`config.mk`:
```
export PLATFORM = sky130hd
export DESIGN_NAME = bfdh_ctrl
export DESIGN_NICKNAME = d
export VERILOG_FILES = /design/src/sv/bfdh_pkg.sv /design/src/sv/bfdh_ctrl.sv
export SDC_FILE = /design/constraint.sdc
export NUM_CORES = 1
export LEC_CHECK = 0
export BUFFER_PORTS_ARGS = -buffer_cell sky130_fd_sc_hd__buf_2
export CAP_MARGIN = 25
export CORE_UTILIZATION = 25
export CTS_CLUSTER_SIZE = 25
export DETAILED_ROUTE_END_ITERATION = 8
export HOLD_SLACK_MARGIN = 0.03
export PLACE_DENSITY = 0.53
export SKIP_LAST_GASP = 1
export SYNTH_ARGS = -nofsm -noshare
export SYNTH_HDL_FRONTEND = slang
export SYNTH_SLANG_ARGS = --single-unit
```
`constraint.sdc`:
```
create_clock -name clk -period 1.75 [get_ports clk]
set_input_delay 0.0875 -clock clk [delete_from_list [all_inputs] [get_ports clk]]
set_output_delay 0.0875 -clock clk [all_outputs]
set_load 0.03 [all_outputs]
```
`src/sv/bfdh_pkg.sv`:
```
`timescale 1ns / 1ps
`default_nettype none

package bfdh_pkg;

  localparam int DEF_MAX_BITS   = 65536;
  localparam int DEF_MAX_HASHES = 32;

  localparam int CMD_W      = 2;
  localparam int HASH_W     = 16;
  localparam int FBITS_W    = 17;
  localparam int HCOUNT_W   = 6;
  localparam int CFG_IDX_W  = 8;
  localparam int CFG_DATA_W = 17;
  localparam int ROW_W      = 32;
  localparam int COL_W      = $clog2(ROW_W);

  localparam logic [CMD_W-1:0] CMD_INSERT = 2'd0;
  localparam logic [CMD_W-1:0] CMD_QUERY  = 2'd1;
  localparam logic [CMD_W-1:0] CMD_CLEAR  = 2'd2;

  localparam logic [CFG_IDX_W-1:0] REG_STORE_BITS = 8'd0;
  localparam logic [CFG_IDX_W-1:0] REG_HASH_COUNT = 8'd1;

  localparam logic [FBITS_W-1:0]  FBITS_RESET  = 17'd65536;
  localparam logic [HCOUNT_W-1:0] HCOUNT_RESET = 6'd7;

  typedef struct packed {
    logic idle;
    logic load;
    logic probe;
    logic sweep;
    logic finish;
  } ctl_cmd_t;

  typedef struct packed {
    logic is_clear;
    logic has_probes;
    logic probe_last;
    logic sweep_last;
    logic out_free;
  } dp_stat_t;

endpackage

`default_nettype wire

```
`src/sv/bfdh_ctrl.sv`:
```
`timescale 1ns / 1ps
`default_nettype none

module bfdh_ctrl import bfdh_pkg::*; (
  input  logic     clk,
  input  logic     rst_n,
  input  logic     in_valid,
  input  dp_stat_t stat,
  output ctl_cmd_t cmd
);

  typedef enum logic [4:0] {
    ST_INIT   = 5'b00001,
    ST_IDLE   = 5'b00010,
    ST_PROBE  = 5'b00100,
    ST_CLEAR  = 5'b01000,
    ST_FINISH = 5'b10000
  } state_t;

  state_t state_r;
  state_t state_nxt;

  always_comb begin
    state_nxt = state_r;
    cmd       = '0;
    unique case (state_r)
      ST_INIT: begin
        cmd.sweep = 1'b1;
        if (stat.sweep_last) begin
          state_nxt = ST_IDLE;
        end
      end
      ST_IDLE: begin
        cmd.idle = 1'b1;
        if (in_valid) begin
          cmd.load = 1'b1;
          if (stat.is_clear) begin
            state_nxt = ST_CLEAR;
          end else if (stat.has_probes) begin
            state_nxt = ST_PROBE;
          end else begin
            state_nxt = ST_FINISH;
          end
        end
      end
      ST_PROBE: begin
        cmd.probe = 1'b1;
        if (stat.probe_last) begin
          state_nxt = ST_FINISH;
        end
      end
      ST_CLEAR: begin
        cmd.sweep = 1'b1;
        if (stat.sweep_last) begin
          state_nxt = ST_FINISH;
        end
      end
      ST_FINISH: begin
        if (stat.out_free) begin
          cmd.finish = 1'b1;
          state_nxt  = ST_IDLE;
        end
      end
      default: begin
        state_nxt = ST_INIT;
      end
    endcase
  end

  always_ff @(posedge clk) begin
    if (!rst_n) begin
      state_r <= ST_INIT;
    end else begin
      state_r <= state_nxt;
    end
  end

endmodule

`default_nettype wire

```
==> flow_summary.json <==
{
  "grt_overflow": 0,
  "die_w_um": 43.37,
  "fillers": 167,
  "synth.yosys.seq_area_share": 0.2339,
  "ios": 13,
  "clk_path_buf_depth": 2,
  "place_area_um2": 476.7,
  "syn_nets": 58,
  "slew_violations": 0,
  "design.die.area_um2": 1881,
  "area_delta_synth_final_pct": 17.54,
  "numCtsBuffers": 3,
  "grt_pass1_vias": 396,
  "fin_worst_skew_ns": 0.002968,
  "die_h_um": 43.37,
  "synthArstFlopShare": 0,
  "final_area_um2": 503.0,
  "setup_tns_ns": 0,
  "worst_pin_slew_ns": 0.3841,
  "yosys_most_used_dff": "dfxtp_1",
  "setup_viol": 0,
  "post_drt_wl_per_cell_um": 12.61,
  "totalWireLength_um": 996,
  "synth.avg_cell_area_um2": 8.558,
  "largest_reg_flops": 5,
  "largest_register": "state_r",
  "cp.required_ns": 1.66,
  "synthTopCellsByArea": "dfxtp_1 (23%), nor2_1 (7.0%), nand4b_1 (6.1%), xor2_2 (3.8%), buf_8 (3.5%)",
  "via_count": 423,
  "outcome": "finished clean",
  "power_leakage_nw": 0.2221,
  "grt_antenna_before_repair": 0,
  "hold_buffers": 0,
  "finalHoldViolCount": 0,
  "cts_htree_levels": 1,
  "drive_above_1_share": 0.3175,
  "slew_headroom": 0.7436,
  "place.gp.congestion": 0.7836,
  "layout_min_cycle_time_ns": 1.580,
  "grt_max_degree": 12,
  "post-cts-setup-buffer-count": 0,
  "synth_warnings": 0,
  "root_buffer": "clkbuf_4",
  "top_regs": "state_r: 5 flops",
  "port_buffers": 12,
  "timing.fmax_mhz": 633.0,
  "fin_crit_sh": 0.9028,
  "finalNetCount": 72,
  "cts.sinks": 5,
  "start_util": 0.2745,
  "route.detailed.drc": 0,
  "vdd_drop_max_mv": 0.2603,
  "finalNonFillerCells": 79,
  "worst_r2r_path_depth": 3,
  "ys_top_cells_by_count": "nor2_1 (8), dfxtp_1 (5), nand2_1 (3), nand4b_1 (3)",
  "cp_max_fo": 10,
  "cts_tree": "yes",
  "num_antenna_cells": 0,
  "synth_area_um2": 427.9,
  "min_path_cells": 2,
  "synth_top_cell_area_share": 0.2339,
  "rows": 14,
  "synth_most_common_cell": "nor2_1",
  "final_antenna_net_count": 0,
  "ys_seq_elements": 5,
  "placed_cells_incl_taps": 75,
  "dr.pass1.iters": 4,
  "grt_use_met2": 0.1970,
  "busiest_layer": "met2",
  "power_density_nw_per_um2": 890.6,
  "ys_types": 32,
  "grt_pass1_wl_mm": 1.621,
  "hpwl_um": 764.1,
  "crit_path_end_kind": "output port",
  "max_cap_violations": 0,
  "track_usage": 0.1170,
  "drtIter0Drc": 11,
  "rsz0062_at_grt": "no",
  "grtUsageMet1": 0.1362,
  "path_class": "flop to output port",
  "clk_pin_slew_ns": 0.05,
  "clk_latency_ns": 0.25,
  "viasPerCell": 5.354,
  "worstSetupStartpointType": "flop",
  "synth_area_leader_cell": "dfxtp_1",
  "min_path_type": "input pin to flop",
  "post_cts_resized": 0,
  "synth_edf_count": 0,
  "syn_inst": 50,
  "fp.coreArea_um2": 1559,
  "cp_data_arrival_time_ns": 1.49,
  "use_met3": 0.05833
}
path summary, 6_finish.rpt:
path                            from                      end  slack [ns]
max reg2reg  state_r[2]$_SDFFE_PN0P_  state_r[2]$_SDFFE_PN0P_        0.43
min                          stat[4]  state_r[3]$_SDFFE_PN0P_        0.10
max          state_r[2]$_SDFFE_PN0P_                   cmd[2]        0.17
min reg2reg  state_r[4]$_SDFFE_PN0P_  state_r[4]$_SDFFE_PN0P_        0.63
routing by layer:
layer	wire length [µm]	vias to the layer above
met5	0	-
met4	8	0
met3	71	2
met2	470	8
met1	445	200
li1	-	213
layout by cell type (no fill, tap or decap):
| master | Yosys | final |
|---|---|---|
| nand4b_1 | 3 | 3 |
| and3_1 | 2 | 2 |
| a31o_1 | 1 | 1 |
| o211a_1 | 1 | 1 |
| a32o_1 | 1 | 1 |
| and4_1 | 1 | 1 |
| a211oi_1 | 1 | 1 |
| xor2_2 | 1 | 1 |
| clkbuf_1 | 0 | 1 |
| nor3_2 | 1 | 1 |
| buf_2 | 1 | 12 |
| o21ai_1 | 1 | 1 |
| dfxtp_1 | 5 | 5 |
| nand3_1 | 2 | 2 |
| o21ai_2 | 1 | 1 |
| nor2_1 | 8 | 8 |
| nor2b_1 | 1 | 1 |
| and2_1 | 1 | 1 |
| o21ai_0 | 1 | 1 |
| xor2_1 | 1 | 1 |
| a21boi_0 | 1 | 1 |
| or4_4 | 1 | 1 |
| clkbuf_4 | 0 | 3 |
| nor4b_1 | 1 | 1 |
| a311oi_1 | 1 | 1 |
| a32oi_1 | 1 | 1 |
| and2b_1 | 1 | 1 |
| nand2b_1 | 2 | 2 |
| nand3b_1 | 1 | 1 |
| nand2_1 | 3 | 3 |
| o211ai_1 | 1 | 1 |
| nor4b_2 | 1 | 1 |
report_power, final:
part           switching [mW]  internal [mW]  leakage (nW)  total (mW)
registers              0.0275          0.126        0.0408       0.153
clock network          0.0535         0.0866        0.0150       0.140
logic                  0.0929         0.0614         0.166       0.154
cell type report:
type | instances | area, µm² | area share
Clock buffer | 4 | 26.28 | 0.05224
Multi-Input combinational cell | 42 | 296.5 | 0.5896
Sequential cell | 5 | 100.1 | 0.1990
Tap cell | 16 | 20.02 | 0.03980
Timing Repair Buffer | 12 | 60.06 | 0.1194
worst max-delay path, stage by stage (launching register included):
cell,delay [ns]
dfxtp_1,0.52
nor4b_2,0.36
and2b_1,0.18
buf_2,0.19
stage by stage:
stage               worst slack (ns)  hold slack, ns  total power, mW    util
floorplan                     0.4845          0.1865           0.2702       -
global placement              0.4340          0.3421           0.3111  0.3058
detailed placement            0.4379          0.3500           0.3091  0.3058
CTS                           0.1842         0.09971           0.4467  0.3226
global route                  0.1005          0.1183           0.4710  0.3226
finish                        0.1701          0.1040           0.4479  0.3226
logic make-up after synthesis:
kind of cell | share of synthesized area
xor gates and xnor gates | 0.05849
AOI/OAI and AO/OA | 0.2047
buffers and inverters | 0.07308
DFF | 0.2339
and+or+nand+nor | 0.4299
(Power assumes the default switching activity.)
